==> src/design/oscillator_bank_tick_unit_assert.svh <==
// ----------------------------------------------------------------------------
// oscillator_bank_tick_unit_assert.svh
// Assertion macros shared by the oscillator bank modules.
// ----------------------------------------------------------------------------
`ifndef OSCILLATOR_BANK_TICK_UNIT_ASSERT_SVH
`define OSCILLATOR_BANK_TICK_UNIT_ASSERT_SVH

`ifndef SYNTHESIS
// Checked on every rising edge outside reset.
`define OBTU_ASSERT(label, prop, msg) \
    label: assert property (@(posedge i_clk) disable iff (!i_rst_n) (prop)) \
        else $error(msg);
// Checked on every rising edge, reset included.
`define OBTU_ASSERT_ALWAYS(label, prop, msg) \
    label: assert property (@(posedge i_clk) (prop)) else $error(msg);
`else
`define OBTU_ASSERT(label, prop, msg)
`define OBTU_ASSERT_ALWAYS(label, prop, msg)
`endif

`endif

==> src/design/obtu_pkg.sv <==
`timescale 1ns / 1ps
// ----------------------------------------------------------------------------
// obtu_pkg
// Types, constants and baseline tables of the oscillator bank tick unit.
// ----------------------------------------------------------------------------
package obtu_pkg;

    localparam int MAX_OSC    = 16;
    localparam int OSC_IDX_W  = 4;
    localparam int VAL_W      = 16;
    localparam int FREQ_W     = 4;
    localparam int AMP_W      = 8;
    localparam int CFG_IDX_W  = 3;
    localparam int CFG_DATA_W = 32;

    // register indexes
    localparam logic [CFG_IDX_W-1:0] CFG_FREQ_LOW  = 3'd0;
    localparam logic [CFG_IDX_W-1:0] CFG_FREQ_HIGH = 3'd1;
    localparam logic [CFG_IDX_W-1:0] CFG_AMP_A     = 3'd2;
    localparam logic [CFG_IDX_W-1:0] CFG_AMP_B     = 3'd3;
    localparam logic [CFG_IDX_W-1:0] CFG_AMP_C     = 3'd4;
    localparam logic [CFG_IDX_W-1:0] CFG_AMP_D     = 3'd5;

    localparam logic [CFG_DATA_W-1:0] RST_FREQ_LOW  = 32'd1216619042;
    localparam logic [CFG_DATA_W-1:0] RST_FREQ_HIGH = 32'd578105890;
    localparam logic [CFG_DATA_W-1:0] RST_AMP_A     = 32'd807409680;
    localparam logic [CFG_DATA_W-1:0] RST_AMP_B     = 32'd1077938208;
    localparam logic [CFG_DATA_W-1:0] RST_AMP_C     = 32'd807424080;
    localparam logic [CFG_DATA_W-1:0] RST_AMP_D     = 32'd269512784;

    // per-item operation, latched at the input transfer
    localparam int MODE_W = 2;
    localparam logic [MODE_W-1:0] MODE_ADV    = 2'd0;
    localparam logic [MODE_W-1:0] MODE_RELOAD = 2'd1;
    localparam logic [MODE_W-1:0] MODE_HOLD   = 2'd2;

    localparam logic [VAL_W-1:0] BASE_REST_VALUE = 16'h0080;

    typedef struct packed {
        logic                 step;
        logic [MODE_W-1:0]    mode;
        logic [OSC_IDX_W-1:0] idx;
        logic                 last;
    } t_cmd;

    typedef struct packed {
        logic out_free;
    } t_sts;

    function automatic logic [VAL_W-1:0] base_value(input logic [OSC_IDX_W-1:0] k);
        logic [VAL_W-1:0] v;
        case (k)
            4'd9:    v = 16'h50f0;
            4'd10:   v = 16'h2080;
            4'd11:   v = 16'h3080;
            4'd12:   v = 16'h5080;
            4'd13:   v = 16'h7080;
            default: v = BASE_REST_VALUE;
        endcase
        return v;
    endfunction

    function automatic logic [VAL_W-1:0] base_velocity(input logic [OSC_IDX_W-1:0] k);
        logic [VAL_W-1:0] v;
        case (k)
            4'd9:    v = 16'h011e;
            4'd10:   v = 16'h00b4;
            4'd11:   v = 16'h010e;
            4'd12:   v = 16'h01c2;
            4'd13:   v = 16'h0276;
            default: v = '0;
        endcase
        return v;
    endfunction

    // direction word 0x007C with oscillator k at bit 15-k
    function automatic logic base_falling(input logic [OSC_IDX_W-1:0] k);
        return (k inside {[4'd9:4'd13]});
    endfunction

endpackage

==> src/design/obtu_ctrl.sv <==
`timescale 1ns / 1ps
// ----------------------------------------------------------------------------
// obtu_ctrl
// Sequencer: takes an item, then steps the datapath over every oscillator.
// ----------------------------------------------------------------------------
`include "oscillator_bank_tick_unit_assert.svh"

module obtu_ctrl import obtu_pkg::*; #(
    parameter int NUM_OSC = 16
) (
    input  logic i_clk,
    input  logic i_rst_n,
    input  logic i_in_valid,
    output logic o_in_ready,
    input  logic i_in_operation,
    input  logic i_in_hold,
    input  t_sts i_sts,
    output t_cmd o_cmd
);

    localparam logic S_IDLE = 1'b0;
    localparam logic S_RUN  = 1'b1;
    localparam logic [OSC_IDX_W-1:0] LAST_IDX = OSC_IDX_W'(NUM_OSC - 1);

    logic                 r_state, n_state;
    logic [OSC_IDX_W-1:0] r_idx, n_idx;
    logic [MODE_W-1:0]    r_mode, n_mode;
    logic                 w_step, w_last;

    assign w_last = (r_idx == LAST_IDX);

    always_comb begin
        n_state    = r_state;
        n_idx      = r_idx;
        n_mode     = r_mode;
        o_in_ready = 1'b0;
        w_step     = 1'b0;
        case (r_state)
            S_IDLE: begin
                o_in_ready = 1'b1;
                if (i_in_valid) begin
                    n_idx   = '0;
                    n_state = S_RUN;
                    if (i_in_operation) begin
                        n_mode = MODE_RELOAD;   // reload ignores hold
                    end else if (i_in_hold) begin
                        n_mode = MODE_HOLD;
                    end else begin
                        n_mode = MODE_ADV;
                    end
                end
            end
            S_RUN: begin
                w_step = i_sts.out_free;
                if (w_step) begin
                    if (w_last) begin
                        n_state = S_IDLE;
                    end else begin
                        n_idx = r_idx + 1'b1;
                    end
                end
            end
            default: n_state = S_IDLE;
        endcase
    end

    always_ff @(posedge i_clk) begin
        if (!i_rst_n) begin
            r_state <= S_IDLE;
            r_idx   <= '0;
            r_mode  <= MODE_ADV;
        end else begin
            r_state <= n_state;
            r_idx   <= n_idx;
            r_mode  <= n_mode;
        end
    end

    assign o_cmd.step = w_step;
    assign o_cmd.mode = r_mode;
    assign o_cmd.idx  = r_idx;
    assign o_cmd.last = w_last;

    `OBTU_ASSERT(a_start_at_zero, (i_in_valid && o_in_ready) |=> (r_state == S_RUN && r_idx == '0), "item transfer did not start a pass at oscillator 0")
    `OBTU_ASSERT(a_idx_in_range, r_idx <= LAST_IDX, "oscillator counter past the last oscillator")
    `OBTU_ASSERT(a_stall_holds_idx, (r_state == S_RUN && !w_step) |=> $stable(r_idx), "counter moved while the result stage was stalled")

endmodule

==> config.mk <==
export PLATFORM = sky130hd
export DESIGN_NAME = obtu_ctrl
export DESIGN_NICKNAME = d
export VERILOG_FILES = /design/src/design/obtu_pkg.sv /design/src/design/obtu_ctrl.sv
export VERILOG_INCLUDE_DIRS = /design/src /design/src/design
export SDC_FILE = /design/constraint.sdc
export NUM_CORES = 1
export LEC_CHECK = 0
export ABC_AREA = 1
export BUFFER_PORTS_ARGS = -buffer_cell sky130_fd_sc_hd__buf_2
export CAP_MARGIN = 20
export CORE_AREA = 2 2 39 41
export CTS_BUF_LIST = sky130_fd_sc_hd__clkbuf_8
export DETAILED_ROUTE_END_ITERATION = 8
export DIE_AREA = 0 0 41 43
export PLACE_DENSITY = 0.54
export RECOVER_POWER = 50
export SETUP_SLACK_MARGIN = 0.4
export SLEW_MARGIN = 20
export SYNTH_ARGS = -nofsm -noshare
export SYNTH_HDL_FRONTEND = slang
export SYNTH_SLANG_ARGS = --single-unit
==> constraint.sdc <==
create_clock -name i_clk -period 3.1 [get_ports i_clk]
set_input_delay 0.93 -clock i_clk [delete_from_list [all_inputs] [get_ports i_clk]]
set_output_delay 0.93 -clock i_clk [all_outputs]
set_load 0.01 [all_outputs]
==> results.py <==
metrics = {
    "power": {
        "power_density_nw_per_um2": 500.9,
        "finalPower_uw": 238.2,
        "worst_ir_drop_vdd_v": 0.0001804,
        "p_leak_nw": 0.2553,
    },
    "floorplanning": {
        "rows": 14,
        "coreArea_sq_um": 1384,
        "die_x_um": 41,
        "die_h_um": 43,
        "start_util": 0.2649,
        "ioPinCount": 15,
        "die-area_sq_um": 1763,
    },
    "routing": {
        "vias_per_cell": 4.155,
        "wl_per_cell_um": 8.464,
        "num_vias": 349,
        "drt-initial-drc-count": 11,
        "drc": 0,
        "wirelength_um": 711,
        "ant_nets": 0,
        "firstDrtPassIters": 4,
    },
    "synth": {
        "ys_seq_area_frac": 0.3823,
        "syn_avg_cell_area_sq_um": 7.050,
        "synth_area_sq_um": 366.6,
        "synth_warnings": 0,
        "synth_cell_types": 17,
        "synthCells": 52,
        "syn_nets": 59,
        "yosysTopAreaCellShare": 0.3823,
        "yosysTopAreaCell": "dfxtp_1",
        "synth_edf_count": 0,
        "ys_top_cells_by_area": "dfxtp_1 38%, nand2_1 11%, inv_1 8.2%",
        "ys_ff_latch": 7,
        "synthArstFlopShare": 0,
        "synthFlopType": "dfxtp_1",
    },
    "layout": {
        "final_nets": 76,
        "fillers": 172,
        "drive_gt1_frac": 0.2500,
        "antenna_cells": 0,
        "fin_area_sq_um": 475.5,
        "multiInputGateArea_sq_um": 163.9,
        "syn_to_final_growth_pct": 29.69,
        "seq_area_sq_um": 140.1,
    },
    "clock_tree": {
        "numCtsBuffers": 3,
        "clock_sinks": 7,
        "clk_latency_ns": 0.22,
        "cts_buffer_depth": 2,
        "root_buffer": "clkbuf_8",
        "h-tree-depth": 1,
        "clkTransAtPathRegs_ns": 0.04,
        "cts-resized-gates": 0,
        "post-cts-setup-buffers": 0,
        "cts_tree": "built",
        "hold_buffers": 0,
    },
    "min_path": {
        "whs_path_depth": 2,
        "min_path_type": "register to register",
    },
    "placement": {
        "pre_cts_ws_ns": 0.8927,
        "port_buffers": 14,
        "dpl_cell_area_sq_um": 441.7,
        "gp_congestion": 0.6765,
        "place_hpwl_um": 577.8,
    },
    "flow_run": {
        "maxCapViolations": 0,
    },
    "sta": {
        "setup_ws_ns": 0.9043,
        "finalCritPeriodShare": 0.7083,
        "skew_ns": 0.0008639,
        "fmax_mhz": 455.4,
        "max-slew-margin-rel": 0.8379,
        "hold_viol": 0,
        "rsz0062_at_grt": "no",
        "layout_min_cycle_time_ns": 2.196,
        "tightest_slew_ns": 0.2428,
        "tns_ns": 0,
        "setup_viol": 0,
        "finalMaxSlewViolations": 0,
    },
    "setup_path": {
        "crit_type": "primary input to output pin",
        "timing.critical_path.cells": "buf_2 -> nand2_1 -> inv_1 -> buf_2",
        "critPathMaxFanout": 3,
        "cp-end-kind": "output pin",
        "required_ns": 2.17,
        "worstRegToRegCells": 6,
        "cp_slowest_cell": "buf_2",
        "worst_ep_arrival_time_ns": 1.27,
        "crit_top_cell": "buf_2",
        "max_stage_delay_ns": 0.13,
        "cp-start-kind": "primary input",
    },
    "grt": {
        "grt_use_total": 0.09155,
        "grt_max_degree": 8,
        "grt_pass1_vias": 258,
        "grt_first_pass_wirelength_um": 1055,
        "antenna_found_initial": 0,
        "grt_overflow": 0,
    },
    "status": {
        "status": "completed",
    },
}
[critical path, delay by kind of cell]
family / cells / cell delay (ns)
and+or+nand+nor: 1 / 0.05
buffers and inverters: 3 / 0.28
[state kept, by name, indices dropped and copies added (netlist names)]
name     cells
r_idx        4
r_mode       2
r_state      1
[cells in the mapped netlist, types with 2 or more instances]
master / number
nand2_1: 11
inv_1: 8
dfxtp_1: 7
a21oi_1: 5
nand3_1: 5
nor2_1: 3
buf_4: 2
inv_2: 2
[power by group]
| group | switching [mW] | total [mW] | leakage [nW] | internal [mW] |
|---|---|---|---|---|
| Sequential | 0.00274 | 0.0969 | 0.0572 | 0.0942 |
| Combinational | 0.0130 | 0.0215 | 0.171 | 0.00852 |
| Clock | 0.0346 | 0.120 | 0.0269 | 0.0851 |
| Total | 0.0504 | 0.238 | 0.255 | 0.188 |
[worst paths after layout]
check	start	slack (ns)	to
setup / recovery	i_sts	0.90	o_cmd[7]
hold / removal	r_mode[1]$_SDFFE_PN0P_	0.46	r_mode[1]$_SDFFE_PN0P_
setup reg to reg	r_idx[0]$_SDFFE_PN0P_	1.80	r_idx[0]$_SDFFE_PN0P_
hold reg to reg	r_mode[1]$_SDFFE_PN0P_	0.46	r_mode[1]$_SDFFE_PN0P_
[per-layer routing]
layer	track usage	share of wire	vias to the layer above
li1	-	-	196
met5	0	0	-
met3	0.03141	0.077	0
met1	0.1230	0.50	139
met2	0.1094	0.43	14
met4	0.08000	0	0
[cell families (layout without fill, tap and decap cells)]
family          count (synthesis)  in the layout  share of synthesized area
buf+inv                        12             28                     0.1433
simple gates                   23             23                     0.3038
compound gates                  9              9                     0.1365
fa+ha+maj                       1              1                    0.03412
flops                           7              7                     0.3822
[cell usage in the layout (no fill, tap or decap)]
master / Yosys / final
a211oi_1: 1 / 1
a21boi_0: 1 / 1
a21oi_1: 5 / 5
buf_2: 0 / 13
clkbuf_1: 0 / 1
clkbuf_8: 0 / 3
dfxtp_1: 7 / 7
ha_1: 1 / 1
inv_1: 8 / 11
nand2_1: 11 / 13
nand3_1: 5 / 5
nand3_2: 1 / 1
nand4_1: 1 / 1
nor2_1: 3 / 3
o21ai_0: 1 / 2
[final cells by class]
cell class | count | share of cell area
multi-input cells | 33 | 0.3447
flip-flops and latches | 7 | 0.2947
repair buffers | 14 | 0.1447
clock buffers | 3 | 0.08684
inverters | 10 | 0.07895
well taps | 16 | 0.04211
clock inverters | 1 | 0.007895
[metrics by stage]
stage | hold slack (ns) | utilization | std cells
floorplan | 0.4885 | - | 52
global placement | 0.4588 | 0.3192 | 80
detailed placement | 0.4605 | 0.3192 | 80
CTS | 0.4670 | 0.3517 | 84
global route | 0.5021 | 0.3436 | 84
finish | 0.4615 | 0.3436 | 84
Note: power is estimated with default switching activity, not from simulation.
