<file path="src/design/oscillator_bank_tick_unit_assert.svh">
// ----------------------------------------------------------------------------
// oscillator_bank_tick_unit_assert.svh
// Assertion macros shared by the oscillator bank modules.
// ----------------------------------------------------------------------------
`ifndef OSCILLATOR_BANK_TICK_UNIT_ASSERT_SVH
`define OSCILLATOR_BANK_TICK_UNIT_ASSERT_SVH

`ifndef SYNTHESIS
// Checked on every rising edge outside reset.
`define OBTU_ASSERT(label, prop, msg) \
    label: assert property (@(posedge i_clk) disable iff (!i_rst_n) (prop)) \
        else $error(msg);
// Checked on every rising edge, reset included.
`define OBTU_ASSERT_ALWAYS(label, prop, msg) \
    label: assert property (@(posedge i_clk) (prop)) else $error(msg);
`else
`define OBTU_ASSERT(label, prop, msg)
`define OBTU_ASSERT_ALWAYS(label, prop, msg)
`endif

`endif

</file>
<file path="src/design/obtu_pkg.sv">
`timescale 1ns / 1ps
// ----------------------------------------------------------------------------
// obtu_pkg
// Types, constants and baseline tables of the oscillator bank tick unit.
// ----------------------------------------------------------------------------
package obtu_pkg;

    localparam int MAX_OSC    = 16;
    localparam int OSC_IDX_W  = 4;
    localparam int VAL_W      = 16;
    localparam int FREQ_W     = 4;
    localparam int AMP_W      = 8;
    localparam int CFG_IDX_W  = 3;
    localparam int CFG_DATA_W = 32;

    // register indexes
    localparam logic [CFG_IDX_W-1:0] CFG_FREQ_LOW  = 3'd0;
    localparam logic [CFG_IDX_W-1:0] CFG_FREQ_HIGH = 3'd1;
    localparam logic [CFG_IDX_W-1:0] CFG_AMP_A     = 3'd2;
    localparam logic [CFG_IDX_W-1:0] CFG_AMP_B     = 3'd3;
    localparam logic [CFG_IDX_W-1:0] CFG_AMP_C     = 3'd4;
    localparam logic [CFG_IDX_W-1:0] CFG_AMP_D     = 3'd5;

    localparam logic [CFG_DATA_W-1:0] RST_FREQ_LOW  = 32'd1216619042;
    localparam logic [CFG_DATA_W-1:0] RST_FREQ_HIGH = 32'd578105890;
    localparam logic [CFG_DATA_W-1:0] RST_AMP_A     = 32'd807409680;
    localparam logic [CFG_DATA_W-1:0] RST_AMP_B     = 32'd1077938208;
    localparam logic [CFG_DATA_W-1:0] RST_AMP_C     = 32'd807424080;
    localparam logic [CFG_DATA_W-1:0] RST_AMP_D     = 32'd269512784;

    // per-item operation, latched at the input transfer
    localparam int MODE_W = 2;
    localparam logic [MODE_W-1:0] MODE_ADV    = 2'd0;
    localparam logic [MODE_W-1:0] MODE_RELOAD = 2'd1;
    localparam logic [MODE_W-1:0] MODE_HOLD   = 2'd2;

    localparam logic [VAL_W-1:0] BASE_REST_VALUE = 16'h0080;

    typedef struct packed {
        logic                 step;
        logic [MODE_W-1:0]    mode;
        logic [OSC_IDX_W-1:0] idx;
        logic                 last;
    } t_cmd;

    typedef struct packed {
        logic out_free;
    } t_sts;

    function automatic logic [VAL_W-1:0] base_value(input logic [OSC_IDX_W-1:0] k);
        logic [VAL_W-1:0] v;
        case (k)
            4'd9:    v = 16'h50f0;
            4'd10:   v = 16'h2080;
            4'd11:   v = 16'h3080;
            4'd12:   v = 16'h5080;
            4'd13:   v = 16'h7080;
            default: v = BASE_REST_VALUE;
        endcase
        return v;
    endfunction

    function automatic logic [VAL_W-1:0] base_velocity(input logic [OSC_IDX_W-1:0] k);
        logic [VAL_W-1:0] v;
        case (k)
            4'd9:    v = 16'h011e;
            4'd10:   v = 16'h00b4;
            4'd11:   v = 16'h010e;
            4'd12:   v = 16'h01c2;
            4'd13:   v = 16'h0276;
            default: v = '0;
        endcase
        return v;
    endfunction

    // direction word 0x007C with oscillator k at bit 15-k
    function automatic logic base_falling(input logic [OSC_IDX_W-1:0] k);
        return (k inside {[4'd9:4'd13]});
    endfunction

endpackage

</file>
<file path="src/design/obtu_cfg.sv">
`timescale 1ns / 1ps
// ----------------------------------------------------------------------------
// obtu_cfg
// Frequency and amplitude registers, written over the configuration channel.
// ----------------------------------------------------------------------------
module obtu_cfg import obtu_pkg::*; (
    input  logic                          i_clk,
    input  logic                          i_rst_n,
    input  logic                          i_cfg_valid,
    output logic                          o_cfg_ready,
    input  logic [CFG_IDX_W-1:0]          i_cfg_index,
    input  logic [CFG_DATA_W-1:0]         i_cfg_data,
    output logic [MAX_OSC*FREQ_W-1:0]     o_freq,
    output logic [MAX_OSC*AMP_W-1:0]      o_amp
);

    logic [CFG_DATA_W-1:0] r_freq_low, r_freq_high;
    logic [CFG_DATA_W-1:0] r_amp_a, r_amp_b, r_amp_c, r_amp_d;
    logic                  w_wr;

    assign o_cfg_ready = 1'b1;
    assign w_wr        = i_cfg_valid && o_cfg_ready;

    always_ff @(posedge i_clk) begin
        if (!i_rst_n) begin
            r_freq_low  <= RST_FREQ_LOW;
            r_freq_high <= RST_FREQ_HIGH;
            r_amp_a     <= RST_AMP_A;
            r_amp_b     <= RST_AMP_B;
            r_amp_c     <= RST_AMP_C;
            r_amp_d     <= RST_AMP_D;
        end else if (w_wr) begin
            case (i_cfg_index)
                CFG_FREQ_LOW:  r_freq_low  <= i_cfg_data;
                CFG_FREQ_HIGH: r_freq_high <= i_cfg_data;
                CFG_AMP_A:     r_amp_a     <= i_cfg_data;
                CFG_AMP_B:     r_amp_b     <= i_cfg_data;
                CFG_AMP_C:     r_amp_c     <= i_cfg_data;
                CFG_AMP_D:     r_amp_d     <= i_cfg_data;
                default: ;     // writes past the list are dropped
            endcase
        end
    end

    assign o_freq = {r_freq_high, r_freq_low};
    assign o_amp  = {r_amp_d, r_amp_c, r_amp_b, r_amp_a};

endmodule

</file>
<file path="config.mk">
export PLATFORM = sky130hd
export DESIGN_NAME = obtu_cfg
export DESIGN_NICKNAME = d
export VERILOG_FILES = /design/src/design/oscillator_bank_tick_unit_assert.svh /design/src/design/obtu_pkg.sv /design/src/design/obtu_cfg.sv
export SDC_FILE = /design/constraint.sdc
export NUM_CORES = 1
export LEC_CHECK = 0
export BUFFER_PORTS_ARGS = -buffer_cell sky130_fd_sc_hd__buf_2
export CORE_UTILIZATION = 38
export DETAILED_ROUTE_END_ITERATION = 8
export PLACE_DENSITY = 0.59
export SETUP_SLACK_MARGIN = 0.4
export SLEW_MARGIN = 20
export SYNTH_ARGS = -nofsm -noshare
export SYNTH_HDL_FRONTEND = slang
export SYNTH_SLANG_ARGS = --single-unit
</file>
<file path="constraint.sdc">
create_clock -name i_clk -period 1.7 [get_ports i_clk]
set_input_delay 0.255 -clock i_clk [delete_from_list [all_inputs] [get_ports i_clk]]
set_output_delay 0.255 -clock i_clk [all_outputs]
set_load 0.02 [all_outputs]
</file>
==> results of run 1 <==
[metrics by stage]
stage | setup slack (ns) | utilization | cells | power, W
after floorplan | 0.411 | - | 694 | 0.00522
after global placement | 0.267 | 0.469 | 1127 | 0.00551
after detailed placement | 0.238 | 0.469 | 1127 | 0.00551
after CTS | 0.455 | 0.502 | 1159 | 0.00972
after global routing | 0.421 | 0.502 | 1159 | 0.00995
final | 0.459 | 0.502 | 1159 | 0.00960
[logic make-up after synthesis]
logic type    Yosys count
flops                 192
simple gates          255
other cells             1
buf+inv                54
mux                   192
[cell usage in the layout, fill, tap and decap left out, drive strengths merged, types with 3 or more instances in the layout]
cell and n:
inv 4, nand4bb 3, nor2b 64, nand2 180
bufinv 3, mux2i 192, buf 253, clkbuf 21
dfxtp 192
[sequential cells by signal, summed over array words and instances (netlist names)]
name and cells:
r_amp_a 32, r_amp_b 32, r_amp_c 32, r_amp_d 32, r_freq_high 32, r_freq_low 32
[power by group]
part / switching [W] / total [W] / internal (W)
registers: 0.0000487 / 0.00464 / 0.00460
logic: 0.000474 / 0.000759 / 0.000284
clock network: 0.00174 / 0.00420 / 0.00245
total: 0.00227 / 0.00960 / 0.00733
[how the worst min path moves through the flow]
stage                              endpoint  depth (start not counted)
2_1_floorplan      r_amp_b[12]$_SDFFE_PN0P_                          2
3_3_place_gp   r_freq_high[26]$_SDFFE_PN0P_                          2
3_5_place_dp    r_freq_low[17]$_SDFFE_PN0P_                          2
4_1_cts         r_freq_high[1]$_SDFFE_PN1P_                          3
5_1_grt            r_amp_b[22]$_SDFFE_PN1P_                          3
6_report        r_freq_high[1]$_SDFFE_PN1P_                          3
[cell type report]
class,instances,area share
Sequential cell,192,0.409
Clock inverter,11,0.0160
Multi-Input combinational cell,448,0.338
Tap cell,234,0.0312
Clock buffer,21,0.0501
Timing Repair Buffer,253,0.155
[routing by layer]
layer  up-vias  part of all wire  track usage  wire [um]
met5         -                 0            0          0
met4         0             0.011       0.0509        201
met3        12             0.070       0.0738       1330
met2       164              0.45        0.314       8470
met1      2538              0.47        0.247       8890
li1       2724                 -            -          -
==> flow_metrics.tcl, run 1 <==
set metrics [dict create \
    post_route_clock_period_utilization 0.730 \
    reg2reg_setup_slack_ns 1.05 \
    vias_per_cell 4.69 \
    detailroute.via_count 5438 \
    floorplan.die_area_mm2 0.0196 \
    pin_count 231 \
    number_of_buffer_and_inverter_stages_on_the_critical_path 1 \
    grt.overflow.total 0 \
    crit-reg2reg-launch "r_amp_a[28]$_SDFFE_PN1P_" \
    r2r_cells 2 \
    dr.first_iter.drc_count 185 \
    critPathRequiredTime_ns 1.44 \
    synth_compound_area_frac 0 \
    routabilityCongestion 0.730 \
    top_achievable_clock_speed_mhz 806 \
    antenna_left 0 \
    port_buffers 229 \
    layout_min_cycle_time_ns 1.24 \
    final_layout_size_suffix_gt1_frac 0.315 \
    vdd_ir_drop_max_mv 0.653 \
    synthesis.instances 694 \
    worstSetupPathDepth 1 \
    cts-root-to-sink-buffers 2 \
    timing.critical_path.to "o_amp[53]" \
    synth.largest_area_cell "sky130_fd_sc_hd__dfxtp_1" \
    yosysWarnings 0 \
    maxCapViolCount 0 \
    critPathMaxFanout 2 \
    core_mm2 0.0187 \
    clk_latency_ns 0.42 \
    floorplan.initialDensity 0.387 \
    yosys.area_share.simple 0.166 \
    synth.yosys.seq_area_share 0.530 \
    grt_setup_unrepaired "no" \
    tritonroute_pass_1_iters 8 \
    endpoint_kind "primary output" \
    final.fill_count 1757 \
    final_hold_viol_count 0 \
    critPathKind "flip-flop to primary output" \
    synth-edff-count 0 \
    final_wirelength_um 18900 \
    detail_route.drc_violations 0 \
    cts_post_setup_buffers_inserted 0 \
    die_y_um 140 \
    avgRoutedWirePerCell_um 16.3 \
    antenna_found_initial 0 \
    synth_mux_area_frac 0.265 \
    final_nets 950 \
    netlist_area_mm2 0.00725 \
    worstReg2RegEnd "r_amp_a[28]$_SDFFE_PN1P_" \
    yosys.area_share.xor_xnor 0 \
    grt_first_pass_wirelength_um 29800 \
    layout_skew_ns 0 \
    layout-area-overhead-vs-synth_pct 29.5 \
    netlist.area_leader.share 0.530 \
    synth_common_cells "sky130_fd_sc_hd__dfxtp_1 (192), sky130_fd_sc_hd__mux2i_1 (192), sky130_fd_sc_hd__nand2_1 (180)" \
    hold_ws_ns 0.119 \
    dp_hpwl_um 13300 \
    synth_top_family_by_area "multiplexers" \
    cts_buffers 17 \
    critPathLaunchType "flip-flop" \
    clk_transition_reported_paths_ns 0.07 \
    worst_path_max_delay_cell "sky130_fd_sc_hd__dfxtp_1" \
    first_global_vias 5390 \
    cp_data_arrival_time_ns 0.99 \
    cts-root-buf "sky130_fd_sc_hd__clkbuf_16" \
    power_per_cell_area_mw_per_mm2 1020 \
    grt_start_max_net_pins 52 \
    holdCritStartpoint "i_cfg_data[1]" \
    die_w_um 140 \
    cts-resized-gates 0 \
    finalInstanceArea_mm2 0.00939 \
    setup_viol 0 \
    net_count_of_the_mapped_netlist 732 \
    cellLeakagePower_nw 4.85 \
    grt.total_usage 0.196 \
    crit_chain "buf_2" \
    synth_top_cells_by_area "sky130_fd_sc_hd__dfxtp_1 (53%), sky130_fd_sc_hd__mux2i_1 (27%), sky130_fd_sc_hd__nand2_1 (9.3%), sky130_fd_sc_hd__nor2b_1 (5.5%), sky130_fd_sc_hd__buf_2 (1.5%)" \
    finalSetupTns_ns 0 \
    tritoncts "built" \
    detailed_place.area_mm2 0.00877 \
    crit_path_max_incr_delay_ns 0.38 \
    cts_max_level 4 \
    top_flip_flop_cell_by_instance_count_after_synthesis "sky130_fd_sc_hd__dfxtp_1" \
    synth_adder_area_share 0 \
    cts.sink_count 192 \
    cts_hold_buf 0 \
    syn_avg_cell_area_um2 10.4 \
    ys_seq_elements 192 \
    num_antenna_cells 0 \
    outcome "finished clean" \
    number_of_slew_limit_violations_in_the_final_report 0 \
    sequential_cell_area_mm2 0.00384 \
    ys_types 17 \
    crit_path_start "r_amp_b[21]$_SDFFE_PN0P_" \
    multi_input_comb_area_mm2 0.00317 \
    synth-async-reset-ratio 0 \
    std_cell_rows 50 \
    worst_path_dominant_cell_family "flip-flops" \
    holdCritPathClass "primary input to flip-flop" \
]
Power figures use the tool's default switching activity.
==> inputs of run 2 (changes only) <==
clock period = 1.2 ns   (was 1.7 ns; I/O delays follow)
==> run 2 against run 1 <==
Worst setup slack lost 0.35 ns. Sequential power rose by 43%. Critical path depth unchanged. Hold slack got worse by 0.087 ns. First-iteration DRC count is 52% higher. Via count up 7.2%. Utilization is 12 points higher. Routed wire length grew 15%. Non-clock buffer count increased by 74. Critical path type unchanged. Largest cell class unchanged. Largest power group unchanged.
==> flow_metrics.tcl, run 2 (synthesis results as in run 1) <==
set metrics [dict create \
    critPathMaxFanout 2 \
    place_inst 1149 \
    finish.utilization 0.626 \
    reg2reg_setup_slack_ns 0.41 \
    dp_hpwl_um 13800 \
    layout-area-overhead-vs-synth_pct 61.5 \
    detail_route.drc_violations 0 \
    final_layout_size_suffix_gt1_frac 0.568 \
    cellInternalPower_w 0.0103 \
    r2r_cells 4 \
    setup_viol 0 \
    power_per_cell_area_mw_per_mm2 1180 \
    cts-root-buf "sky130_fd_sc_hd__clkbuf_16" \
    pin_count 231 \
    cts_max_level 4 \
    floorplan.die_area_mm2 0.0196 \
    final-instance-count-excl-fill 1235 \
    maxCapViolCount 0 \
    m2_gr_usage 0.346 \
    grt_first_pass_wirelength_um 32600 \
    crit_path_max_incr_delay_ns 0.36 \
    antenna_found_initial 2 \
    crit_chain "buf_6" \
    crit-reg2reg-launch "r_amp_a[26]$_SDFFE_PN0P_" \
    first_global_vias 5735 \
    std_cell_rows 50 \
    worstReg2RegEnd "r_amp_a[26]$_SDFFE_PN0P_" \
    final_hold_viol_count 0 \
    dr.first_iter.drc_count 281 \
    pwr-share-clk 0.413 \
    layout_skew_ns 0 \
    endpoint_kind "primary output" \
    pwr-share-comb 0.106 \
    outcome "finished clean" \
    port_buffers 229 \
    cts_buffers 17 \
    cp_data_arrival_time_ns 0.91 \
    layout_min_cycle_time_ns 1.09 \
    layout_setup_ws_ns 0.107 \
    vdd_ir_drop_max_mv 0.929 \
    routabilityCongestion 0.787 \
    grt.overflow.total 0 \
    layout_commonest_cell "sky130_fd_sc_hd__buf_6" \
    floorplan.initialDensity 0.387 \
    finalSetupTns_ns 0 \
    critPathLaunchType "flip-flop" \
    number_of_buffer_and_inverter_stages_on_the_critical_path 1 \
    power_switching_share 0.257 \
    holdCritStartpoint "i_cfg_data[6]" \
    finalInstanceArea_mm2 0.0117 \
    grt.total_usage 0.218 \
    die_w_um 140 \
    critPathRequiredTime_ns 1.02 \
    holdCritPathClass "primary input to flip-flop" \
    hold_path_end "r_freq_high[6]$_SDFFE_PN0P_" \
    avgRoutedWirePerCell_um 17.6 \
    cellLeakagePower_nw 5.64 \
    final_wirelength_um 21800 \
    grt_util_met1 0.283 \
    grt_setup_unrepaired "yes" \
    post-place-ws_ns -0.148 \
    tritonroute_pass_1_iters 4 \
    globalRouteMet3Util 0.0687 \
    cts-root-to-sink-buffers 2 \
    clk_transition_reported_paths_ns 0.07 \
    relative_contribution_of_sequential_cells_to_total_power 0.481 \
    core_mm2 0.0187 \
    critPathKind "flip-flop to primary output" \
    worst_path_dominant_cell_family "flip-flops" \
    grt_start_max_net_pins 30 \
    die_y_um 140 \
    detailroute.via_count 5827 \
    layout_common_cells "sky130_fd_sc_hd__buf_6 (205), sky130_fd_sc_hd__dfxtp_2 (192), sky130_fd_sc_hd__mux2i_1 (191)" \
    tritoncts "built" \
    clk_latency_ns 0.43 \
    antenna_left 0 \
    hold_depth 3 \
    detailed_place.area_mm2 0.00904 \
    grt_most_used_layer "met2" \
    worst_path_max_delay_cell "sky130_fd_sc_hd__dfxtp_2" \
    post_route_clock_period_utilization 0.911 \
    final.fill_count 1491 \
    final_nets 1024 \
    cts.sink_count 192 \
    number_of_slew_limit_violations_in_the_final_report 0 \
    top_achievable_clock_speed_mhz 915 \
    vias_per_cell 4.72 \
    cts_hold_buf 0 \
    power.switching_w 0.00355 \
]
==> run 2: cell count changes in the layout (fill, tap and decap cells not counted), sizes merged <==
| cell | change |
|---|---|
| clkbuf | +2 |
| bufinv | -2 |
| buf | +69 |
| diode | +2 |
| clkinv | +4 |
| inv | +1 |
==> run 2: power by group through the flow <==
| stage | Sequential, W | Combinational, W | Clock (W) |
|---|---|---|---|
| finish | 0.00664 | 0.00147 | 0.00570 |
| global route | 0.00665 | 0.00156 | 0.00606 |
| CTS | 0.00663 | 0.00141 | 0.00578 |
| detailed placement | 0.00672 | 0.00118 | 0 |
| global placement | 0.00672 | 0.00118 | 0 |
| floorplan | 0.00690 | 0.000566 | 0 |
==> run 2: metal layers <==
metal	up-vias	share of wire	wire length, um
li1	2872	-	-
met1	2776	0.46	10000
met2	160	0.47	10200
met3	19	0.058	1270
met4	0	0.014	314
met5	-	0	0
==> run 2: final cells by class <==
class                      count  area [um2]  share of cell area
sequential                   192        4080               0.349
antenna                        2        5.00            0.000428
clock buffer                  18         439              0.0375
timing repair buffer         327        3500               0.300
clock inverter                14         150              0.0128
tap                          234         293              0.0250
multi-input combinational    448        3230               0.276
==> run 2: repair_timing <==
action                                  4_1_cts  5_1_grt
endpoints found under the setup margin      271      325
pin swaps                                     4        3
gates resized for setup                     592       20
cloned                                        4        3
buffers inserted                             17       28
hold endpoints to repair                      0        0
==> run 2: stage by stage <==
step / power, W / hold WS [ns]
2_1_floorplan: 0.00746 / 0.329
6_report: 0.0138 / 0.0316
5_1_grt: 0.0143 / 0.0250
3_5_place_dp: 0.00790 / 0.443
3_3_place_gp: 0.00790 / 0.440
4_1_cts: 0.0138 / 0.0191
==> run 2: how the worst max path moves through the flow <==
stage                                       startpoint                           to  slack [ns]  depth (start not counted)
after CTS                     r_amp_b[13]$_SDFFE_PN0P_                    o_amp[45]         0.1                          1
after global routing      r_freq_high[18]$_SDFFE_PN1P_                   o_freq[50]        0.07                          1
final                         r_amp_d[16]$_SDFFE_PN0P_                   o_amp[112]        0.11                          1
after detailed placement                i_cfg_index[0]  r_freq_low[13]$_SDFFE_PN1P_       -0.15                          5
after global placement                  i_cfg_index[0]  r_freq_low[13]$_SDFFE_PN1P_       -0.13                          5
after floorplan                         i_cfg_index[0]  r_freq_low[19]$_SDFFE_PN0P_       -0.01                          4
