$ cat src/design/oscillator_bank_tick_unit_assert.svh
// ----------------------------------------------------------------------------
// oscillator_bank_tick_unit_assert.svh
// Assertion macros shared by the oscillator bank modules.
// ----------------------------------------------------------------------------
`ifndef OSCILLATOR_BANK_TICK_UNIT_ASSERT_SVH
`define OSCILLATOR_BANK_TICK_UNIT_ASSERT_SVH

`ifndef SYNTHESIS
// Checked on every rising edge outside reset.
`define OBTU_ASSERT(label, prop, msg) \
    label: assert property (@(posedge i_clk) disable iff (!i_rst_n) (prop)) \
        else $error(msg);
// Checked on every rising edge, reset included.
`define OBTU_ASSERT_ALWAYS(label, prop, msg) \
    label: assert property (@(posedge i_clk) (prop)) else $error(msg);
`else
`define OBTU_ASSERT(label, prop, msg)
`define OBTU_ASSERT_ALWAYS(label, prop, msg)
`endif

`endif

$ cat src/design/obtu_pkg.sv
`timescale 1ns / 1ps
// ----------------------------------------------------------------------------
// obtu_pkg
// Types, constants and baseline tables of the oscillator bank tick unit.
// ----------------------------------------------------------------------------
package obtu_pkg;

    localparam int MAX_OSC    = 16;
    localparam int OSC_IDX_W  = 4;
    localparam int VAL_W      = 16;
    localparam int FREQ_W     = 4;
    localparam int AMP_W      = 8;
    localparam int CFG_IDX_W  = 3;
    localparam int CFG_DATA_W = 32;

    // register indexes
    localparam logic [CFG_IDX_W-1:0] CFG_FREQ_LOW  = 3'd0;
    localparam logic [CFG_IDX_W-1:0] CFG_FREQ_HIGH = 3'd1;
    localparam logic [CFG_IDX_W-1:0] CFG_AMP_A     = 3'd2;
    localparam logic [CFG_IDX_W-1:0] CFG_AMP_B     = 3'd3;
    localparam logic [CFG_IDX_W-1:0] CFG_AMP_C     = 3'd4;
    localparam logic [CFG_IDX_W-1:0] CFG_AMP_D     = 3'd5;

    localparam logic [CFG_DATA_W-1:0] RST_FREQ_LOW  = 32'd1216619042;
    localparam logic [CFG_DATA_W-1:0] RST_FREQ_HIGH = 32'd578105890;
    localparam logic [CFG_DATA_W-1:0] RST_AMP_A     = 32'd807409680;
    localparam logic [CFG_DATA_W-1:0] RST_AMP_B     = 32'd1077938208;
    localparam logic [CFG_DATA_W-1:0] RST_AMP_C     = 32'd807424080;
    localparam logic [CFG_DATA_W-1:0] RST_AMP_D     = 32'd269512784;

    // per-item operation, latched at the input transfer
    localparam int MODE_W = 2;
    localparam logic [MODE_W-1:0] MODE_ADV    = 2'd0;
    localparam logic [MODE_W-1:0] MODE_RELOAD = 2'd1;
    localparam logic [MODE_W-1:0] MODE_HOLD   = 2'd2;

    localparam logic [VAL_W-1:0] BASE_REST_VALUE = 16'h0080;

    typedef struct packed {
        logic                 step;
        logic [MODE_W-1:0]    mode;
        logic [OSC_IDX_W-1:0] idx;
        logic                 last;
    } t_cmd;

    typedef struct packed {
        logic out_free;
    } t_sts;

    function automatic logic [VAL_W-1:0] base_value(input logic [OSC_IDX_W-1:0] k);
        logic [VAL_W-1:0] v;
        case (k)
            4'd9:    v = 16'h50f0;
            4'd10:   v = 16'h2080;
            4'd11:   v = 16'h3080;
            4'd12:   v = 16'h5080;
            4'd13:   v = 16'h7080;
            default: v = BASE_REST_VALUE;
        endcase
        return v;
    endfunction

    function automatic logic [VAL_W-1:0] base_velocity(input logic [OSC_IDX_W-1:0] k);
        logic [VAL_W-1:0] v;
        case (k)
            4'd9:    v = 16'h011e;
            4'd10:   v = 16'h00b4;
            4'd11:   v = 16'h010e;
            4'd12:   v = 16'h01c2;
            4'd13:   v = 16'h0276;
            default: v = '0;
        endcase
        return v;
    endfunction

    // direction word 0x007C with oscillator k at bit 15-k
    function automatic logic base_falling(input logic [OSC_IDX_W-1:0] k);
        return (k inside {[4'd9:4'd13]});
    endfunction

endpackage

$ cat src/design/obtu_dp.sv
`timescale 1ns / 1ps
// ----------------------------------------------------------------------------
// obtu_dp
// Oscillator state, the shared velocity/value adder pair and the result stage.
// ----------------------------------------------------------------------------
`include "oscillator_bank_tick_unit_assert.svh"

module obtu_dp import obtu_pkg::*; #(
    parameter int NUM_OSC = 16
) (
    input  logic                      i_clk,
    input  logic                      i_rst_n,
    input  t_cmd                      i_cmd,
    output t_sts                      o_sts,
    input  logic [MAX_OSC*FREQ_W-1:0] i_freq,
    input  logic [MAX_OSC*AMP_W-1:0]  i_amp,
    output logic                      o_out_valid,
    input  logic                      i_out_ready,
    output logic [OSC_IDX_W-1:0]      o_out_osc_index,
    output logic [VAL_W-1:0]          o_out_osc_value,
    output logic                      o_out_falling,
    output logic                      o_out_is_last
);

    localparam int IDX_W = (NUM_OSC > 1) ? $clog2(NUM_OSC) : 1;

    logic [VAL_W-1:0]     r_val [NUM_OSC];
    logic [VAL_W-1:0]     r_vel [NUM_OSC];
    logic [NUM_OSC-1:0]   r_dir;

    logic                 r_out_valid, n_out_valid;
    logic [OSC_IDX_W-1:0] r_out_idx;
    logic [VAL_W-1:0]     r_out_value;
    logic                 r_out_falling;
    logic                 r_out_last;

    logic [IDX_W-1:0]     w_k;
    logic [FREQ_W-1:0]    w_freq;
    logic [AMP_W-1:0]     w_amp;
    logic [VAL_W-1:0]     w_cur_val, w_cur_vel;
    logic                 w_cur_dir;
    logic [VAL_W-1:0]     w_adv_vel, w_adv_val;
    logic                 w_adv_dir;
    logic [VAL_W-1:0]     w_new_val, w_new_vel;
    logic                 w_new_dir;

    assign w_k       = i_cmd.idx[IDX_W-1:0];
    assign w_freq    = i_freq[{i_cmd.idx, 2'b00} +: FREQ_W];
    assign w_amp     = i_amp[{i_cmd.idx, 3'b000} +: AMP_W];
    assign w_cur_val = r_val[w_k];
    assign w_cur_vel = r_vel[w_k];
    assign w_cur_dir = r_dir[w_k];

    // falling subtracts the step, rising adds it; either way the new
    // direction is simply "high byte at or above amplitude"
    assign w_adv_vel = w_cur_dir ? (w_cur_vel - VAL_W'(w_freq))
                                 : (w_cur_vel + VAL_W'(w_freq));
    assign w_adv_val = w_cur_val + w_adv_vel;
    assign w_adv_dir = (w_adv_val[VAL_W-1 -: AMP_W] >= w_amp);

    always_comb begin
        case (i_cmd.mode)
            MODE_ADV: begin
                w_new_val = w_adv_val;
                w_new_vel = w_adv_vel;
                w_new_dir = w_adv_dir;
            end
            MODE_RELOAD: begin
                w_new_val = base_value(i_cmd.idx);
                w_new_vel = base_velocity(i_cmd.idx);
                w_new_dir = base_falling(i_cmd.idx);
            end
            default: begin
                w_new_val = w_cur_val;
                w_new_vel = w_cur_vel;
                w_new_dir = w_cur_dir;
            end
        endcase
    end

    always_ff @(posedge i_clk) begin
        if (!i_rst_n) begin
            for (int i = 0; i < NUM_OSC; i++) begin
                r_val[i] <= base_value(OSC_IDX_W'(i));
                r_vel[i] <= base_velocity(OSC_IDX_W'(i));
                r_dir[i] <= base_falling(OSC_IDX_W'(i));
            end
        end else if (i_cmd.step) begin
            r_val[w_k] <= w_new_val;
            r_vel[w_k] <= w_new_vel;
            r_dir[w_k] <= w_new_dir;
        end
    end

    // result stage: refilled in the same cycle its content transfers
    assign o_sts.out_free = !r_out_valid || i_out_ready;

    always_comb begin
        n_out_valid = r_out_valid;
        if (i_cmd.step) begin
            n_out_valid = 1'b1;
        end else if (i_out_ready) begin
            n_out_valid = 1'b0;
        end
    end

    always_ff @(posedge i_clk) begin
        if (!i_rst_n) begin
            r_out_valid <= 1'b0;
        end else begin
            r_out_valid <= n_out_valid;
        end
    end

    always_ff @(posedge i_clk) begin
        if (i_cmd.step) begin
            r_out_idx     <= i_cmd.idx;
            r_out_value   <= w_new_val;
            r_out_falling <= w_new_dir;
            r_out_last    <= i_cmd.last;
        end
    end

    assign o_out_valid     = r_out_valid;
    assign o_out_osc_index = r_out_idx;
    assign o_out_osc_value = r_out_value;
    assign o_out_falling   = r_out_falling;
    assign o_out_is_last   = r_out_last;

    `OBTU_ASSERT(a_out_dir_matches, r_out_valid |-> (r_out_falling == r_dir[r_out_idx[IDX_W-1:0]]), "reported direction differs from stored direction")
    `OBTU_ASSERT_ALWAYS(a_last_index, (r_out_valid && r_out_last) |-> (r_out_idx == OSC_IDX_W'(NUM_OSC - 1)), "last flag on a result that is not the final oscillator")

endmodule

$ cat config.mk
export PLATFORM = sky130hd
export DESIGN_NAME = obtu_dp
export DESIGN_NICKNAME = d
export VERILOG_FILES = /design/src/design/obtu_pkg.sv /design/src/design/obtu_dp.sv
export VERILOG_INCLUDE_DIRS = /design/src /design/src/design
export SDC_FILE = /design/constraint.sdc
export NUM_CORES = 1
export LEC_CHECK = 0
export BUFFER_PORTS_ARGS = -buffer_cell sky130_fd_sc_hd__buf_2
export CORE_MARGIN = 3
export CORE_UTILIZATION = 45
export CTS_CLUSTER_DIAMETER = 120
export DETAILED_ROUTE_END_ITERATION = 6
export PLACE_DENSITY = 0.63
export SYNTH_ARGS = -nofsm -noshare
export SYNTH_HDL_FRONTEND = slang
export SYNTH_SLANG_ARGS = --single-unit
$ cat constraint.sdc
create_clock -name i_clk -period 24.1 [get_ports i_clk]
set_input_delay 7.23 -clock i_clk [delete_from_list [all_inputs] [get_ports i_clk]]
set_output_delay 7.23 -clock i_clk [all_outputs]
set_load 0.1 [all_outputs]
==> impl_metrics.csv, run 1 <==
group,metric,value,unit
route,wl,90.3,mm
synthesis,synth-simple-area-share,9.83,%
synthesis,ys_seq_elements,551,
layout,fin_cells,2990,
global_route,grt_overflow,0,
floorplan,die_x,254,um
timing,fin_crit_sh,62.5,%
synthesis,yosys.area.top_type,"edfxtp_1",
timing,min_period,15.06,ns
clocking,hold_buffers,0,
synthesis,ys_top_cells_by_area,"edfxtp_1 58%, mux4_2 18%, nor2_1 6.3%, ha_1 1.9%, nand2_1 1.3%",
power,peakVddDrop,52.8,uV
timing,report.final.slew_viol_count,0,
synthesis,synth_top_family_by_area,"multiplexers",
timing,setup_viol,0,
synthesis,ys_types,62,
clocking,cts-root-buf,"clkbuf_16",
clocking,postCtsSetupRepairBufs,0,
timing,fmax,0.0664,GHz
synthesis,synthAdderAreaFrac,2.01,%
layout,nets,2405,
power,p_per_area,82.3,mW/mm2
global_route,use_met3,5.75,%
place,placedCellCount,2882,
clocking,cts_buffer_depth,3,
clocking,numCtsBuffers,57,
floorplan,dieArea,0.0643,mm2
layout,areaGrowthSynthToFinish,14.2,%
clocking,cts_tree,"yes",
critical_path,critPathCaptureType,"output port",
route,firstDrtPassIters,7,
critical_path,crit_path_start_kind,"input pin",
synthesis,synth_common_cells,"534 x edfxtp_1, 462 x nor2_1, 225 x mux4_2",
synthesis,syn-cell-area,0.0276,mm2
global_route,antenna_found_initial,5,
timing,hold_viol_final,0,
route,antenna_left,0,
synthesis,yosys.cell_count.top_type,"edfxtp_1",
synthesis,async_flop_share,0,%
route,vias_per_cell,6.34,
worst_hold_path,hp-class,"reg2reg",
global_route,grt_pass1_wl,129,mm
critical_path,cp_max_fo,2,
global_route,grt.busiest_layer,"met2",
timing,fin_skew,0.0180,ns
synthesis,synth-compound-area-share,6.03,%
route,drc,0,
timing,tightest_slew,1.28,ns
clocking,cts.sinks,551,
timing,slew_headroom,14.8,%
global_route,global_route.usage.met2,46.7,%
critical_path,r2r_start,"r_dir[4]",
synthesis,synth_top_area_share,58.2,%
floorplan,die-height,254,um
critical_path,critPathKind,"in2out",
global_route,use_met1,35.9,%
critical_path,reg2reg_to,"o_out_falling",
critical_path,crit_path_end,"o_sts",
clocking,clk_pin_slew,0.06,ns
synthesis,yosysSeqAreaShare,59.4,%
floorplan,rows,90,
critical_path,setup.worst_path.start,"i_out_ready",
layout,fill_cells,5049,
clocking,cts-htree-levels,2,
global_route,grt.total_usage,28.1,%
critical_path,required,16.87,ns
global_route,first_global_vias,19000,
synthesis,synth_xor_area_share,0.663,%
global_route,grt_max_degree,117,
place,place_ws,8.64,ns
power,p_leak,11.1,nW
place,io_buffers,226,
critical_path,r2r_setup_slack,16.87,ns
synthesis,synth_nets,2219,
timing,setup_ws,9.04,ns
timing,whs,0.525,ns
synthesis,synth_edf_count,534,
layout,drive_above_1_share,28.9,%
worst_hold_path,min-delay-start,"o_out_valid",
floorplan,ios,227,
route,drt_iter0_drc,2419,
route,routedWlPerCell,30.2,um
place,gp_congestion,0.920,
synthesis,avgSynthCellArea,14.0,um2
job,max_cap_violations,0,
run_status,status,"completed",
critical_path,ff2ff_path_depth,24,
clocking,cts-resized-gates,0,
place,dp_hpwl,55.3,mm
timing,fin_setup_tns,0,ns
timing,rsz0062_at_grt,"no",
clocking,clk_latency,0.63,ns
floorplan,start_util,45.6,%
synthesis,synthFlopType,"edfxtp_1",
synthesis,ys_warn_count,0,
critical_path,cp.arrival,7.83,ns
synthesis,muxShareOfSynthArea,18.6,%
synthesis,synth_cells,1973,
route,vias,19000,
floorplan,design.core.area,0.0605,mm2
-- layout make-up --
cell class	count	area (um2)	area share, %
Antenna cell	3	7.51	0.0238
Clock buffer	75	1550	4.91
Clock inverter	30	246	0.783
Inverter	55	206	0.655
Multi-Input combinational cell	1202	10500	33.2
Sequential cell	551	16400	52.0
Tap cell	782	978	3.11
Timing Repair Buffer	292	1660	5.28
-- state kept, by name (all words and copies together), names as in the netlist --
signal and count:
o_out_falling 1, o_out_is_last 1, o_out_osc_index 4, o_out_osc_value 16
o_out_valid 1, r_dir 16, r_val 256, r_vel 256
-- logic make-up after synthesis --
logic type,count (synthesis)
simple gates,663
fa+ha+maj,43
buf+inv,220
mux,232
compound gates,244
xor+xnor,20
flops,551
-- worst min-delay path by stage --
stage | endpoint | slack, ns | cells after the start
floorplan | r_dir[2] | 0.54 | 3
global placement | o_out_valid | 0.48 | 2
detailed placement | o_out_valid | 0.51 | 2
CTS | o_out_valid | 0.53 | 2
global route | o_out_valid | 0.56 | 2
finish | o_out_valid | 0.53 | 2
-- routing by layer --
| metal | up-vias | wire length [um] |
|---|---|---|
| met4 | 2 | 4060 |
| met2 | 1239 | 43700 |
| met5 | - | 7 |
| met3 | 220 | 9400 |
| met1 | 9605 | 33100 |
| li1 | 7899 | - |
-- report_power, final --
| group | internal [W] | total (W) | switching [W] | leakage (nW) |
|---|---|---|---|---|
| Combinational | 0.000212 | 0.000630 | 0.000418 | 4.73 |
| Sequential | 0.00110 | 0.00111 | 0.0000112 | 5.50 |
| Clock | 0.000483 | 0.000857 | 0.000373 | 0.872 |
-- metrics by stage --
step / cell area (um2) / util, % / total power (W)
2_1_floorplan: 27600 / - / 0.00157
3_3_place_gp: 29700 / 49.1 / 0.00174
3_5_place_dp: 29700 / 49.1 / 0.00175
4_1_cts: 31500 / 52.1 / 0.00260
5_1_grt: 31500 / 52.1 / 0.00269
6_report: 31500 / 52.1 / 0.00259
-- worst max-delay path: stages --
cell and delay (ns):
buf_2 0.07, nand2b_1 0.10, buf_2 0.42
-- cells in the final DEF (no fill, tap or decap), types with 9 or more instances in the layout --
cell       instances
edfxtp_1         534
nor2_1           460
mux4_2           225
buf_2            222
nand2_1           85
buf_4             67
clkbuf_16         59
a21oi_1           55
inv_1             52
ha_1              41
o21ai_0           37
nand3_1           27
or3_1             21
a31oi_1           21
clkinv_1          17
nor3_1            17
dfxtp_1           17
o21ai_4           16
clkbuf_1          15
a21o_1            14
xnor2_1           14
o31ai_1           12
o32a_1            11
nand2b_1           9
Note: power is estimated with default switching activity, not from simulation.
==> run 2, diff against run 1 <==
Clock period 24.1 ns to 14.4 ns, I/O delays scaled along.
==> impl_metrics.csv, run 2 (synthesis gave the netlist of run 1 again) <==
group,metric,value,unit
power,peakVddDrop,94.6,uV
layout,multiInputGateArea,0.0105,mm2
place,gp_congestion,0.970,
timing,setup_ws,2.75,ns
global_route,grt_overflow,0,
critical_path,required,14.73,ns
layout,areaGrowthSynthToFinish,14.3,%
floorplan,rows,90,
timing,min_period,11.65,ns
layout,drive_above_1_share,28.7,%
floorplan,dieArea,0.0643,mm2
place,place_ws,2.23,ns
timing,rsz0062_at_grt,"no",
critical_path,cp.arrival,11.99,ns
clocking,hold_buffers,0,
layout,nets,2400,
global_route,grt.total_usage,27.6,%
global_route,grt_pass1_wl,127,mm
clocking,numCtsBuffers,58,
timing,fin_crit_sh,80.9,%
global_route,first_global_vias,19100,
clocking,cts_buffer_depth,3,
timing,fin_skew,0.0226,ns
floorplan,design.core.area,0.0605,mm2
power,p_per_area,139,mW/mm2
route,vias_per_cell,6.35,
route,routedWlPerCell,29.6,um
global_route,grt_max_degree,99,
layout,mostFrequentLayoutCell,"edfxtp_1",
floorplan,start_util,45.6,%
timing,setup_viol,0,
route,antenna_left,0,
job,max_cap_violations,0,
clocking,clk_latency,0.63,ns
layout,regArea,0.0164,mm2
layout,reg_top3,"r_val x256, r_vel x256",
floorplan,ios,227,
critical_path,worst_path_max_delay_cell,"mux4_2",
clocking,cts-resized-gates,0,
global_route,antenna_found_initial,6,
route,vias,19000,
route,firstDrtPassIters,7,
floorplan,die-height,254,um
timing,report.final.slew_viol_count,0,
timing,fmax,0.0858,GHz
place,dp_hpwl,53.3,mm
route,drt_iter0_drc,2563,
place,io_buffers,226,
clocking,cts-root-buf,"clkbuf_16",
clocking,cts_tree,"yes",
critical_path,critPathMaxStageDelay,0.59,ns
floorplan,die_x,254,um
worst_hold_path,hp-class,"reg2reg",
route,drc,0,
route,wl,88.3,mm
critical_path,crit_path_start_kind,"input pin",
clocking,cts-htree-levels,2,
layout,layout_common_cells,"534 x edfxtp_1, 460 x nor2_1, 225 x mux4_2",
timing,tightest_slew,1.30,ns
timing,hold_viol_final,0,
timing,slew_headroom,10.9,%
clocking,postCtsSetupRepairBufs,0,
run_status,status,"completed",
critical_path,critPathCaptureType,"flop",
critical_path,critPathKind,"in2reg",
power,p_leak,11.1,nW
clocking,clk_pin_slew,0.06,ns
timing,fin_setup_tns,0,ns
layout,fill_cells,4961,
critical_path,cp_max_fo,74,
critical_path,timing.critical_path.mode_cell,"o21ai_0",
clocking,cts.sinks,551,
run 2: changes by cell type in the layout (fill, tap and decap cells not counted), moves of 2 or more:
cell	previous run	this run
clkinv_2	8	6
buf_4	67	60
bufinv_16	3	6
clkinv_1	17	20
run 2: power breakdown:
part	internal, W	switching (W)
combinational	0.000353	0.000709
sequential	0.00183	0.0000183
clock	0.000855	0.000619
total	0.00304	0.00135
run 2: worst max-delay path, delay by kind of cell:
kind            cells  cell delay (ns)
xor+xnor            3             0.67
buf+inv             3             1.00
mux                 3             1.44
fa+ha+maj           4             1.30
compound gates      9             2.01
simple gates        5             1.14
run 2: per-layer routing:
metal  vias to the layer above  track usage (%)  wire length [um]  part of all wire [%]
met5                         -                0                34                 0.039
met4                         6             13.1              3980                   4.5
met3                       240             5.75             10200                    12
met2                      1280             44.4             41700                    47
met1                      9537             36.0             32400                    37
li1                       7903                -                 -                     -
run 2: layout make-up:
class                      count  share of cell area, %
inverter                      55                  0.655
antenna                        2                 0.0159
clock buffer                  74                   4.86
tap                          782                   3.10
timing repair buffer         286                   5.17
clock inverter                34                   1.00
sequential                   551                   52.0
multi-input combinational   1202                   33.2
run 2: metrics by stage:
step	power, W	std cells	area [um2]	hold slack (ns)	utilization, %
finish	0.00439	2986	31500	0.517	52.1
global route	0.00455	2985	31500	0.565	52.1
CTS	0.00440	2984	31500	0.524	52.1
detailed placement	0.00293	2876	29700	0.513	49.1
global placement	0.00291	2876	29700	0.486	49.1
floorplan	0.00263	1973	27600	0.542	-
run 2: path summary, 6_finish.rpt:
kind                                       to  slack [ns]  depth (start not counted)         from
worst min register to register    o_out_valid        0.52                          2  o_out_valid
worst max register to register  o_out_falling        7.01                         23    r_dir[11]
worst min-delay path              o_out_valid        0.52                          2  o_out_valid
worst max-delay path            o_out_falling        2.75                         27     i_cmd[1]
